$ cat config.mk
export PLATFORM = sky130hd
export DESIGN_NAME = morse_code_led_keyer
export DESIGN_NICKNAME = d
export VERILOG_FILES = /design/src/rtl/core/mclk_pkg.sv /design/src/rtl/core/morse_code_led_keyer.sv
export VERILOG_INCLUDE_DIRS = /design/src /design/src/rtl/core
export SDC_FILE = /design/constraint.sdc
export NUM_CORES = 1
export LEC_CHECK = 0
export BUFFER_PORTS_ARGS = -buffer_cell sky130_fd_sc_hd__buf_2
export CORE_AREA = 2 2 224 226
export CTS_BUF_LIST = sky130_fd_sc_hd__clkbuf_4 sky130_fd_sc_hd__clkbuf_8
export DETAILED_ROUTE_END_ITERATION = 6
export DIE_AREA = 0 0 226 228
export PLACE_DENSITY = 0.71
export SETUP_SLACK_MARGIN = 0.4
export SLEW_MARGIN = 20
export SYNTH_ARGS = -nofsm -noshare
export SYNTH_HDL_FRONTEND = slang
export SYNTH_SLANG_ARGS = --single-unit
$ cat constraint.sdc
create_clock -name i_clk -period 7.2 [get_ports i_clk]
set_input_delay 0.36 -clock i_clk [delete_from_list [all_inputs] [get_ports i_clk]]
set_output_delay 0.36 -clock i_clk [all_outputs]
set_load 0.1 [all_outputs]
$ cat src/rtl/core/morse_code_led_keyer_defines.svh
`ifndef MORSE_CODE_LED_KEYER_DEFINES_SVH
`define MORSE_CODE_LED_KEYER_DEFINES_SVH

`ifndef ASSERT_OFF

`define KEY_ASSERT_IMP(label, clk, rst_n, ante, cons) \
    label: assert property (@(posedge clk) disable iff (!(rst_n)) (ante) |-> (cons)) \
        else $error("keyer assertion failed");

`define KEY_ASSERT_NXT(label, clk, rst_n, ante, cons) \
    label: assert property (@(posedge clk) disable iff (!(rst_n)) (ante) |=> (cons)) \
        else $error("keyer assertion failed");

`else

`define KEY_ASSERT_IMP(label, clk, rst_n, ante, cons)

`define KEY_ASSERT_NXT(label, clk, rst_n, ante, cons)

`endif

`endif

$ cat src/rtl/core/mclk_pkg.sv
package mclk_pkg;

    localparam int TICKER_DEPTH   = 32;
    localparam int TELEGRAM_DEPTH = 32;
    localparam int TK_AW          = $clog2(TICKER_DEPTH);
    localparam int TG_AW          = $clog2(TELEGRAM_DEPTH);
    localparam int TG_CW          = $clog2(TELEGRAM_DEPTH + 1);

    localparam int UNIT_W   = 16;
    localparam int LEN_W    = 6;
    localparam int TICK_W   = 18;
    localparam int CHAR_W   = 7;
    localparam int SLOT_W   = 5;
    localparam int POS_W    = 4;
    localparam int CFG_DW   = 16;

    localparam logic [31:0]        SPACE_WORD       = 32'hFFFF_FFF0;
    localparam logic [UNIT_W-1:0]  UNIT_TICKS_RESET = 16'd100;

    typedef enum logic [1:0] {
        ACT_TICK  = 2'd0,
        ACT_WRITE = 2'd1,
        ACT_PUSH  = 2'd2,
        ACT_LOAD  = 2'd3
    } t_action;

    typedef enum logic [1:0] {
        SYM_GAP  = 2'd0,
        SYM_DOT  = 2'd1,
        SYM_DASH = 2'd2,
        SYM_END  = 2'd3
    } t_symbol;

    typedef enum logic {
        CFG_UNIT_TICKS    = 1'b0,
        CFG_TICKER_LENGTH = 1'b1
    } t_cfg_index;

    typedef struct packed {
        t_action            action;
        logic [CHAR_W-1:0]  char_code;
        logic [SLOT_W-1:0]  slot;
    } t_in_item;

    typedef struct packed {
        logic led_on;
        logic telegram_active;
        logic keyer_running;
        logic fifo_full;
    } t_out_item;

    localparam logic [31:0] ROM_CODES [128] = '{
        32'hFFFFFFF0, 32'hFFF12111, 32'hD1111111, 32'hFFF21212,
        32'hFFF12121, 32'hF2121112, 32'hD1211212, 32'hFF212111,
        32'hFFFFFFF0, 32'hFFFFFFF0, 32'hFFFFFFF0, 32'hFFFFFFF0,
        32'hFFFFFFF0, 32'hFFFFFFF0, 32'hFFFFFFF0, 32'hFFFFFFF0,
        32'hFFFFFFF0, 32'hFFFFFFF0, 32'hFFFFFFF0, 32'hFFFFFFF0,
        32'hFFFFFFF0, 32'hFFFFFFF0, 32'hFFFFFFF0, 32'hFFFFFFF0,
        32'hFFFFFFF0, 32'hFFFFFFF0, 32'hFFFFFFF0, 32'hFFFFFFF0,
        32'hFFFFFFF0, 32'hFFFFFFF0, 32'hFFFFFFF0, 32'hFFFFFFF0,
        32'hFFFFFFF0, 32'hFF221212, 32'hFF121121, 32'hFFFFFFF0,
        32'hF2112111, 32'hFFFFFFF0, 32'hFFF11121, 32'hFF122221,
        32'hFFF12212, 32'hFF212212, 32'hFFFFFFF0, 32'hFFF12121,
        32'hFF221122, 32'hFF211112, 32'hFF212121, 32'hFFF12112,
        32'hFFF22222, 32'hFFF22221, 32'hFFF22211, 32'hFFF22111,
        32'hFFF21111, 32'hFFF11111, 32'hFFF11112, 32'hFFF11122,
        32'hFFF11222, 32'hFFF12222, 32'hFF111222, 32'hFF121212,
        32'hFFFFFFF0, 32'hFFF21112, 32'hFFFFFFF0, 32'hFF112211,
        32'hFF121221, 32'hFFFFFF21, 32'hFFFF1112, 32'hFFFF1212,
        32'hFFFFF112, 32'hFFFFFFF1, 32'hFFFF1211, 32'hFFFFF122,
        32'hFFFF1111, 32'hFFFFFF11, 32'hFFFF2221, 32'hFFFFF212,
        32'hFFFF1121, 32'hFFFFFF22, 32'hFFFFFF12, 32'hFFFFF222,
        32'hFFFF1221, 32'hFFFF2122, 32'hFFFFF121, 32'hFFFFF111,
        32'hFFFFFFF2, 32'hFFFFF211, 32'hFFFF2111, 32'hFFFFF221,
        32'hFFFF2112, 32'hFFFF2212, 32'hFFFF1122, 32'hFFFFFFF0,
        32'hFFFFFFF0, 32'hFFFFFFF0, 32'hFFFFFFF0, 32'hFF212211,
        32'hFFFFFFF0, 32'hFFFFFF21, 32'hFFFF1112, 32'hFFFF1212,
        32'hFFFFF112, 32'hFFFFFFF1, 32'hFFFF1211, 32'hFFFFF122,
        32'hFFFF1111, 32'hFFFFFF11, 32'hFFFF2221, 32'hFFFFF212,
        32'hFFFF1121, 32'hFFFFFF22, 32'hFFFFFF12, 32'hFFFFF222,
        32'hFFFF1221, 32'hFFFF2122, 32'hFFFFF121, 32'hFFFFF111,
        32'hFFFFFFF2, 32'hFFFFF211, 32'hFFFF2111, 32'hFFFFF221,
        32'hFFFF2112, 32'hFFFF2212, 32'hFFFF1122, 32'hFFFFFFF0,
        32'hFFFFFFF0, 32'hFFFFFFF0, 32'hFFFFFFF0, 32'hFFFFFFF0
    };

endpackage

$ cat src/rtl/core/morse_code_led_keyer.sv
// Morse keyer for one LED. Every request updates the state as it is accepted, and its result
// appears in the output register on the next cycle, so with the result side not stalling
// one request is accepted in every cycle. The figure is set by the single state update
// path: telegram FIFO or ticker store read, character ROM lookup and letter register.
// The result register frees itself when its result is taken, so a new request is accepted
// in the same cycle in which the previous result leaves. Telegram characters are played
// before the repeating ticker message; a ticker slot must be written before it is played.
`include "morse_code_led_keyer_defines.svh"

module morse_code_led_keyer (
    input  logic                     i_clk,
    input  logic                     i_rst_n,
    input  logic                     i_in_valid,
    input  mclk_pkg::t_in_item       i_in,
    output logic                     o_in_stall,
    output logic                     o_out_valid,
    output mclk_pkg::t_out_item      o_out,
    input  logic                     i_out_stall,
    input  logic                     i_cfg_we,
    input  mclk_pkg::t_cfg_index     i_cfg_index,
    input  logic [mclk_pkg::CFG_DW-1:0] i_cfg_data
);
    import mclk_pkg::*;

    logic [UNIT_W-1:0]  r_unit_ticks;
    logic [LEN_W-1:0]   r_ticker_length;

    logic [31:0]        r_letter_code, n_letter_code;
    logic [POS_W-1:0]   r_symbol_pos, n_symbol_pos;
    logic [TICK_W-1:0]  r_tick_count, n_tick_count;
    logic [TK_AW-1:0]   r_ticker_index, n_ticker_index;
    logic [TG_CW-1:0]   r_fifo_count, n_fifo_count;
    logic [TG_AW-1:0]   r_fifo_read_ptr, n_fifo_read_ptr;
    logic               r_telegram_flag, n_telegram_flag;
    logic               r_led_level, n_led_level;

    logic [CHAR_W-1:0]  r_ticker_store [TICKER_DEPTH];
    logic [CHAR_W-1:0]  r_telegram_fifo [TELEGRAM_DEPTH];

    logic               r_out_valid;
    t_out_item          r_out, n_out;

    logic               in_accept;
    logic               running;
    logic               fifo_full;
    logic               ticker_we;
    logic               push_we;
    logic               load;
    logic               from_fifo;
    logic [CHAR_W-1:0]  load_char;
    logic [TK_AW:0]     ticker_next;
    logic [TG_AW-1:0]   fifo_write_ptr;
    logic [TICK_W-1:0]  unit_x1, unit_x2, unit_x3;
    t_symbol            sym;

    assign o_in_stall  = r_out_valid && i_out_stall;
    assign in_accept   = i_in_valid && !o_in_stall;
    assign o_out_valid = r_out_valid;
    assign o_out       = r_out;

    assign running        = r_telegram_flag || (r_ticker_length != '0);
    assign fifo_full      = (r_fifo_count >= TG_CW'(TELEGRAM_DEPTH));
    assign fifo_write_ptr = r_fifo_read_ptr + r_fifo_count[TG_AW-1:0];
    assign ticker_next    = {1'b0, r_ticker_index} + (TK_AW+1)'(1);
    assign unit_x1        = TICK_W'(r_unit_ticks);
    assign unit_x2        = {unit_x1[TICK_W-2:0], 1'b0};
    assign unit_x3        = unit_x1 + unit_x2;
    assign sym            = t_symbol'(r_letter_code[{r_symbol_pos, 1'b0} +: 2]);
    assign from_fifo      = r_telegram_flag && (r_fifo_count != '0);

    always_comb begin
        n_letter_code   = r_letter_code;
        n_symbol_pos    = r_symbol_pos;
        n_tick_count    = r_tick_count;
        n_ticker_index  = r_ticker_index;
        n_fifo_count    = r_fifo_count;
        n_fifo_read_ptr = r_fifo_read_ptr;
        n_telegram_flag = r_telegram_flag;
        n_led_level     = r_led_level;
        ticker_we       = 1'b0;
        push_we         = 1'b0;
        load            = 1'b0;
        load_char       = r_telegram_fifo[r_fifo_read_ptr];

        case (i_in.action)
            ACT_TICK: begin
                if (running) begin
                    if (r_tick_count != '0) begin
                        n_tick_count = r_tick_count - TICK_W'(1);
                    end else begin
                        case (sym)
                            SYM_GAP: begin
                                n_led_level  = 1'b0;
                                n_tick_count = unit_x1;
                                n_symbol_pos = r_symbol_pos + POS_W'(1);
                            end
                            SYM_DOT: begin
                                n_led_level  = 1'b1;
                                n_tick_count = unit_x1;
                                n_symbol_pos = r_symbol_pos + POS_W'(1);
                            end
                            SYM_DASH: begin
                                n_led_level  = 1'b1;
                                n_tick_count = unit_x3;
                                n_symbol_pos = r_symbol_pos + POS_W'(1);
                            end
                            default: begin
                                n_led_level  = 1'b0;
                                n_tick_count = unit_x2;
                                load         = 1'b1;
                            end
                        endcase
                    end
                end
            end
            ACT_WRITE: begin
                ticker_we = 1'b1;
            end
            ACT_PUSH: begin
                n_telegram_flag = 1'b1;
                if (!fifo_full) begin
                    push_we      = 1'b1;
                    n_fifo_count = r_fifo_count + TG_CW'(1);
                end
            end
            default: begin
                load = 1'b1;
            end
        endcase

        if (load) begin
            n_symbol_pos = '0;
            if (r_telegram_flag && (r_fifo_count == '0)) begin
                n_telegram_flag = 1'b0;
            end
            if (from_fifo) begin
                n_fifo_read_ptr = r_fifo_read_ptr + TG_AW'(1);
                n_fifo_count    = r_fifo_count - TG_CW'(1);
                n_letter_code   = ROM_CODES[load_char];
            end else if (r_ticker_length == '0) begin
                n_ticker_index = '0;
                n_letter_code  = SPACE_WORD;
            end else begin
                load_char     = r_ticker_store[r_ticker_index];
                n_letter_code = ROM_CODES[load_char];
                if ((ticker_next >= (TK_AW+1)'(r_ticker_length))
                        || (ticker_next >= (TK_AW+1)'(TICKER_DEPTH))) begin
                    n_ticker_index = '0;
                end else begin
                    n_ticker_index = ticker_next[TK_AW-1:0];
                end
            end
        end
    end

    always_comb begin
        n_out.led_on          = n_led_level;
        n_out.telegram_active = n_telegram_flag;
        n_out.keyer_running   = n_telegram_flag || (r_ticker_length != '0);
        n_out.fifo_full       = (n_fifo_count >= TG_CW'(TELEGRAM_DEPTH));
    end

    always_ff @(posedge i_clk) begin
        if (!i_rst_n) begin
            r_unit_ticks    <= UNIT_TICKS_RESET;
            r_ticker_length <= '0;
        end else if (i_cfg_we) begin
            case (i_cfg_index)
                CFG_UNIT_TICKS:    r_unit_ticks    <= i_cfg_data[UNIT_W-1:0];
                CFG_TICKER_LENGTH: r_ticker_length <= i_cfg_data[LEN_W-1:0];
                default: begin
                end
            endcase
        end
    end

    always_ff @(posedge i_clk) begin
        if (!i_rst_n) begin
            r_letter_code   <= SPACE_WORD;
            r_symbol_pos    <= '0;
            r_tick_count    <= '0;
            r_ticker_index  <= '0;
            r_fifo_count    <= '0;
            r_fifo_read_ptr <= '0;
            r_telegram_flag <= 1'b0;
            r_led_level     <= 1'b0;
        end else if (in_accept) begin
            r_letter_code   <= n_letter_code;
            r_symbol_pos    <= n_symbol_pos;
            r_tick_count    <= n_tick_count;
            r_ticker_index  <= n_ticker_index;
            r_fifo_count    <= n_fifo_count;
            r_fifo_read_ptr <= n_fifo_read_ptr;
            r_telegram_flag <= n_telegram_flag;
            r_led_level     <= n_led_level;
        end
    end

    always_ff @(posedge i_clk) begin
        if (in_accept && ticker_we) begin
            r_ticker_store[i_in.slot[TK_AW-1:0]] <= i_in.char_code;
        end
        if (in_accept && push_we) begin
            r_telegram_fifo[fifo_write_ptr] <= i_in.char_code;
        end
    end

    always_ff @(posedge i_clk) begin
        if (!i_rst_n) begin
            r_out_valid <= 1'b0;
        end else if (in_accept) begin
            r_out_valid <= 1'b1;
        end else if (!i_out_stall) begin
            r_out_valid <= 1'b0;
        end
    end

    always_ff @(posedge i_clk) begin
        if (in_accept) begin
            r_out <= n_out;
        end
    end

    `KEY_ASSERT_IMP(a_fifo_bound, i_clk, i_rst_n, 1'b1, r_fifo_count <= TG_CW'(TELEGRAM_DEPTH))
    `KEY_ASSERT_IMP(a_fifo_flag, i_clk, i_rst_n, r_fifo_count != '0, r_telegram_flag)
    `KEY_ASSERT_NXT(a_result_held, i_clk, i_rst_n, in_accept, r_out_valid)
    `KEY_ASSERT_NXT(a_idle_tick, i_clk, i_rst_n, in_accept && (i_in.action == ACT_TICK) && !running, $stable(r_tick_count) && $stable(r_led_level))

endmodule

==> results of run 1 <==
## how the worst max path moves through the flow
stage / cells past startpoint / to / start / slack [ns]
4_1_cts: 13 / r_letter_code[5] / flop / 2.25
2_1_floorplan: 17 / r_letter_code[21] / flop / 3.59
3_3_place_gp: 13 / r_letter_code[5] / flop / 2.29
6_report: 12 / r_letter_code[7] / flop / 2.21
5_1_grt: 13 / r_letter_code[5] / flop / 1.90
3_5_place_dp: 12 / r_letter_code[7] / flop / 2.27
## state kept, by name, indices dropped and copies added, names as in the netlist, 6 cells and up, named ones only
register,count
r_fifo_count,6
r_letter_code,20
r_telegram_fifo,224
r_tick_count,18
r_ticker_length,6
r_ticker_store,224
r_unit_ticks,16
## through the flow
step                area (um^2)  instances
finish                    29500       2992
global route              29500       2992
CTS                       29500       2992
detailed placement        27300       2807
global placement          27300       2807
floorplan                 26700       2209
## cells in the final DEF (no fill, tap or decap), types with 17 or more instances in the layout
cell type / count
edfxtp_1: 452
nor2_1: 206
nand2_1: 183
a21oi_1: 156
mux2i_1: 131
o21ai_0: 101
clkbuf_8: 93
dfxtp_1: 89
nand3_1: 74
mux4_2: 63
ha_1: 55
inv_1: 48
a22oi_1: 43
buf_2: 37
nor3_1: 35
buf_4: 33
o211ai_1: 28
a31oi_1: 25
clkbuf_4: 25
and3_1: 21
dlygate4sd3_1: 21
a211oi_1: 19
nand2b_1: 18
xnor2_1: 18
clkinv_1: 18
a21o_1: 17
## critical path, cell delays in order, from the launching register on
cell	delay (ns)
dfxtp_2	0.91
buf_4	0.39
mux4_2	0.53
a22oi_1	0.27
and4_1	0.51
inv_1	0.28
ha_1	0.44
inv_1	0.27
mux2i_1	0.21
o21ai_1	0.33
a221oi_1	0.15
o311a_1	0.39
o31ai_2	0.22
## area by class of cell
class | count | area [um^2]
Fill cell | 3865 | 19900
Sequential cell | 545 | 15400
Multi-Input combinational cell | 1471 | 10400
Clock buffer | 118 | 1470
Tap cell | 672 | 841
Timing Repair Buffer | 91 | 643
Clock inverter | 46 | 522
Inverter | 49 | 184
## cells in the mapped netlist, drive strengths merged (21+ instances only)
library cell / number / area share [%]
o211ai: 28 / 0.79
mux4: 64 / 5.4
nor3: 42 / 0.90
ha: 55 / 2.6
nor2: 208 / 2.9
dfxtp: 93 / 7.0
nand3: 75 / 1.4
clkbuf: 68 / 0.96
inv: 49 / 0.69
a22oi: 43 / 1.2
buf: 76 / 1.8
o21ai: 110 / 2.1
a21oi: 156 / 2.9
a31oi: 25 / 0.59
mux2i: 131 / 4.9
nand2: 184 / 2.6
edfxtp: 452 / 51
and3: 21 / 0.49
## cells by family after synthesis
| logic type | share of synthesized area [%] |
|---|---|
| AND/OR/NAND/NOR | 11.4 |
| flip-flops | 57.8 |
| AO/OA/AOI/OAI | 13.2 |
| multiplexers | 10.6 |
| buffers and inverters | 3.41 |
| adder cells (fa/ha/maj) | 2.73 |
| XOR/XNOR | 0.918 |
## power by group
| part | leakage (nW) | total, W | switching (W) | internal (W) |
|---|---|---|---|---|
| Combinational | 3.85 | 0.000572 | 0.000393 | 0.000179 |
| Clock | 1.03 | 0.00301 | 0.00130 | 0.00171 |
| Sequential | 4.83 | 0.00347 | 0.0000300 | 0.00344 |
## metal layers
layer	vias up	share of wire, %	global-route usage (%)
li1	8581	-	-
met1	9431	42	38.4
met2	953	47	43.6
met3	158	7.9	4.65
met4	0	3.0	10.1
met5	-	0	0
==> results.md, run 1 <==
- Status: finished, final reports clean
- Post-CTS sizing: 0
- Initial antenna violation count: 0
- Capturing point of the worst reg2reg path: r_letter_code[7]
- Setup Crit Path Kind: flop to flop
- Die H: 228 um
- Share of layout cells above drive strength 1: 13.9%
- Flops & latches, synth: 545
- Overall power: 0.00705 W
- WP data required: slightly below 8 ns
- Pwr Density: 239 nW/um^2
- CTS clk-pin slew, worst paths: 0.09 ns
- Sequential-to-total area share from yosys stat: 57.8%
- Setup_tns: 0 ns
- Synthesis-to-finish area growth: 10.3%
- Clock skew: 0.0413 ns
- TritonCTS Buffers: between 90 and 100
- Total number of vias: approximately 19000
- Max VDD drop: 0.000142 V
- Layout Nets: around 2300
- 1st-pass router iterations: 6
- Post-Syn Area: approximately 27000 um^2
- Worst-path maximum fanout: 30
- Die area: 51500 um^2
- Buffers on Ports: 41
- Worst Min Path Start: i_rst_n
- CTS max path bufs: 3
- Clock insertion delay at the later pin of the skew report: 0.70 ns
- CTS sink cnt: 545
- Worst setup SP type: flop
- Iteration-0 DRC count of the detailed router: 2292
- Final GP Congestion: 0.961
- Detail Route Antenna Nets: 0
- Final core occ: 59.7%
- Crit end category: flop
- Async S/R FF share, synth: 0%
- Worst hold path type: primary input to flop
- Final Hold Fails: 0
- Slew headroom: 30.3%
- Max-cap violations: 0
- Core Area: 49300 um^2
- Crit path DAT: 5.60 ns
- Post-synth EDFFs: 452
- RSZ-0062 raised after global routing: no
- Static Leak: between 9 and 10 nW
- Most common flop cell mapped by yosys: edfxtp_1
- Final setup margin: 2.21 ns
- Fmax: approximately 200 MHz
- Vias per Instance: 6.39
- Synth Instances: 2209
- Hold Path Cell Cnt: 2
- R2R cell count: 12
- Syn_nets: roughly 2300
- Drt total wl: around 71 mm
- Tcrit/Tclk final: 69.3%
- H-tree depth: 3
- Row cnt: 82
- Clk root buf: clkbuf_8
- CTS tree: done
- Post-CTS setup buffers: 0
- # setup viols final: 0
- Synth Area per Inst: between 10 and 15 um^2
- Worst Tran Pin Value: ~1.0 ns
- Place WS: 2.27 ns
- First-pass GRT wire length: about 110 mm
- DRC violations left: 0
- Die extent in x: 226 um
- Hold Buf Count CTS: 21
- Tot GR Track Use: 27.5%
- Largest net degree at the start of global routing: 65
- Hold endpoint: r_letter_code[25]
- Synth Warn #: 0
- Post-synthesis cell type count: 84
- Vias in the first global route: 18706
- Post-layout min period: 4.99 ns
- # diodes: 0
- Setup slack, reg-to-reg: 2.21 ns
- Starting Density: 54.1%
- Grt total ovfl: 0
- HPWL after DPL: 45.7 mm
- I/O pin count: 42
- Final Max Tran Viols: 0
- Drt wl/cell: 23.6 um
- Worst hold slack: 0.0891 ns
Note: power is estimated with default switching activity, not from simulation.
==> inputs of run 2 (changes only) <==
--- a/config.mk
+++ b/config.mk
@@ -6,12 +6,13 @@
 export SDC_FILE = /design/constraint.sdc
 export NUM_CORES = 1
 export LEC_CHECK = 0
+export ABC_AREA = 1
 export BUFFER_PORTS_ARGS = -buffer_cell sky130_fd_sc_hd__buf_2
-export CORE_AREA = 2 2 224 226
+export CORE_AREA = 2 2 228 230
 export CTS_BUF_LIST = sky130_fd_sc_hd__clkbuf_4 sky130_fd_sc_hd__clkbuf_8
 export DETAILED_ROUTE_END_ITERATION = 6
-export DIE_AREA = 0 0 226 228
-export PLACE_DENSITY = 0.71
+export DIE_AREA = 0 0 230 232
+export PLACE_DENSITY = 0.72
 export SETUP_SLACK_MARGIN = 0.4
 export SLEW_MARGIN = 20
 export SYNTH_ARGS = -nofsm -noshare
==> constraint.sdc (replaced) <==
create_clock -name i_clk -period 4.9 [get_ports i_clk]
set_input_delay 0.245 -clock i_clk [delete_from_list [all_inputs] [get_ports i_clk]]
set_output_delay 0.245 -clock i_clk [all_outputs]
set_load 0.1 [all_outputs]
==> run 2 against run 1 <==
  * Sequential cell count unchanged
  * Clock skew about the same
  * Cell count increased by 32%
  * Combinational power increased to 2.7 times the previous value
  * First-iteration DRC count increased by 9.6%
  * Design area increased by 3.1%
  * Sequential power increased by 48%
  * Synthesized area increased by 3.9%
  * Critical path type unchanged
  * Non-clock buffer count increased by 14
  * Critical endpoint is now r_letter_code[0]
  * Via count increased by 21%
  * Largest power group unchanged
  * Sequential share of layout area decreased by 1.6 points
==> results.md, run 2 <==
- Status: finished, final reports clean
- Setup slack, reg-to-reg: 0.98 ns
- Worst-path maximum fanout: 29
- Post-CTS sizing: 0
- Clock skew: 0.0413 ns
- R2R cell count: 20
- Starting Density: 54.6%
- Flops & latches, synth: 545
- CTS max path bufs: 3
- Hold Path Cell Cnt: 3
- Synth cell count leaders: 983 x nand2_1, 544 x nand3_1, 452 x edfxtp_1, 202 x inv_1, 184 x nor2_1
- Drt wl/cell: about 20 um
- Final Hold Fails: 0
- Part of the power in combinational logic: 14.4%
- Core Area: 50900 um^2
- Fmax: around 260 MHz
- Most common cell after layout, fill and taps aside: nand2_1
- Grt total ovfl: 0
- Post-synth EDFFs: 452
- Share of power burned in registers: 47.9%
- Share of the synthesized area in the top cell type: 48.9%
- Vias in the first global route: 22388
- Max-cap violations: 0
- Buffers on Ports: 41
- Crit path DAT: 4.53 ns
- Hold endpoint: r_ticker_length[3]
- Row cnt: 83
- Worst Min Path Start: i_cfg_we
- Post-CTS setup buffers: 0
- Post-Syn Area: 27800 um^2
- Worst setup SP type: flop
- Overall power: 0.0107 W
- Clock insertion delay at the later pin of the skew report: 0.69 ns
- FILL cells: 4403
- Final std cells w/o fill: just under 4000
- CTS clk-pin slew, worst paths: 0.06 ns
- Synth top area cells: edfxtp_1 49%, nand2_1 13%, nand3_1 9.8%
- Final Max Tran Viols: 0
- Placed cell area: 28300 um^2
- Tcrit/Tclk final: 79.9%
- Largest net degree at the start of global routing: ~120
- P_sw: around 0.0030 W
- First-pass GRT wire length: 122 mm
- Iteration-0 DRC count of the detailed router: 2512
- Clk root buf: clkbuf_8
- Final GP Congestion: 0.990
- CTS tree: done
- Synth Area per Inst: roughly 8.8 um^2
- Drt total wl: 77.3 mm
- 1st-pass router iterations: 6
- Clock power share: 37.6%
- Capturing point of the worst reg2reg path: r_letter_code[0]
- Async S/R FF share, synth: 0%
- Detail Route Antenna Nets: 0
- Vias per Instance: 5.85
- Total number of vias: roughly 23000
- Slew headroom: a little over two fifths
- Max VDD drop: 0.000252 V
- Final core occ: 59.7%
- Layout Nets: about 3300
- Post-synthesis cell type count: 50
- Top-count cell post-synth: nand2_1
- Synth Instances: 3167
- Share of layout cells above drive strength 1: 8.59%
- Commonest non-fill, non-tap cells in the layout: 983 x nand2_1, 544 x nand3_1, 452 x edfxtp_1, 202 x inv_1, 184 x nor2_1
- I/O pin count: 42
- Sequential-to-total area share from yosys stat: 55.6%
- Final instance area: 30400 um^2
- Setup Crit Path Kind: flop to flop
- Synthesis-to-finish area growth: 9.42%
- WP data required: 5.51 ns
- RSZ-0062 raised after global routing: no
- Synth Warn #: 0
- Worst Tran Pin Value: 0.871 ns
- # setup viols final: 0
- Tot GR Track Use: between 20% and 30%
- TritonCTS Buffers: 90
- Setup_tns: 0 ns
- Most common flop cell mapped by yosys: edfxtp_1
- Pwr Density: 352 nW/um^2
- Worst hold path type: primary input to flop
- Dpl cells: 3773
- Die H: 232 um
- CTS sink cnt: approximately 550
- Die extent in x: approximately 230 um
- Static Leak: 12.2 nW
- Switching Fraction: 28.1%
- P_int: between 0.007 and 0.008 W
- Crit end category: flop
- Die area: 53400 um^2
- Initial antenna violation count: 0
- Syn_nets: 3260
- Post-layout min period: 3.92 ns
- Hold Buf Count CTS: 27
- Post-synth top area cell: edfxtp_1
- DRC violations left: 0
- H-tree depth: 3
- HPWL after DPL: 48.8 mm
- # diodes: 0
-- run 2: worst max path at each step --
| stage | startpoint | slack [ns] | cells past startpoint | endpoint |
|---|---|---|---|---|
| CTS | flop | 1.06 | 20 | r_letter_code[0] |
| global placement | flop | 1.11 | 20 | r_letter_code[0] |
| floorplan | o_out_valid | 1.76 | 7 | r_telegram_fifo[0][0] |
| finish | flop | 0.98 | 20 | r_letter_code[0] |
| global route | flop | 0.80 | 20 | r_letter_code[0] |
| detailed placement | flop | 1.10 | 20 | r_letter_code[0] |
-- run 2: cell type report --
cell class	instances	area [um^2]	area share (%)
Timing Repair Buffer	105	828	2.73
Clock inverter	35	265	0.873
Tap cell	680	851	2.80
Clock buffer	126	1520	5.01
Multi-Input combinational cell	2245	10600	35.0
Inverter	225	845	2.78
Sequential cell	545	15400	50.8
-- run 2: logic make-up after synthesis --
logic type / after synthesis / synth area share (%)
and+or+nand+nor: 1799 / 27.8
DFF: 545 / 55.6
buffers and inverters: 377 / 6.14
AOI/OAI and AO/OA: 367 / 7.19
adders and majority gates: 57 / 2.62
xor gates and xnor gates: 22 / 0.694
-- run 2: worst max-delay path: stages, from the launching register on --
cell,delay [ns]
dfxtp_1,0.32
buf_4,0.35
inv_2,0.35
nand3_1,0.21
nand2_1,0.09
nand2_1,0.08
nand2_1,0.07
nand2_1,0.07
nand2_1,0.24
inv_1,0.23
ha_1,0.32
nand3_1,0.38
nand3_1,0.24
nand2_1,0.07
nand2_1,0.05
nand2_1,0.05
nor2_1,0.10
nor2_1,0.06
nor2_1,0.35
nor2_1,0.10
nor2_1,0.09
-- run 2: power by group through the flow --
stage | combinational (W) | sequential [W] | clock (W)
after detailed placement | 0.00148 | 0.00521 | 0
after global routing | 0.00171 | 0.00512 | 0.00428
after CTS | 0.00151 | 0.00512 | 0.00409
final | 0.00154 | 0.00512 | 0.00402
after floorplan | 0.00102 | 0.00522 | 0
after global placement | 0.00148 | 0.00521 | 0
-- run 2: metrics by stage --
step	hold slack, ns	worst slack (ns)
after floorplan	0.344	1.76
after global placement	0.457	1.11
after detailed placement	0.461	1.10
after CTS	0.00518	1.06
after global routing	0.0800	0.805
final	0.0847	0.985
-- run 2: metal layers --
layer  track usage (%)  up-vias  wire (um)
met4              11.5        0       2380
met1              39.6    10964      32500
met5                 0        -          0
met3              4.20      195       6140
met2              46.8     1109      36200
li1                  -    10887          -
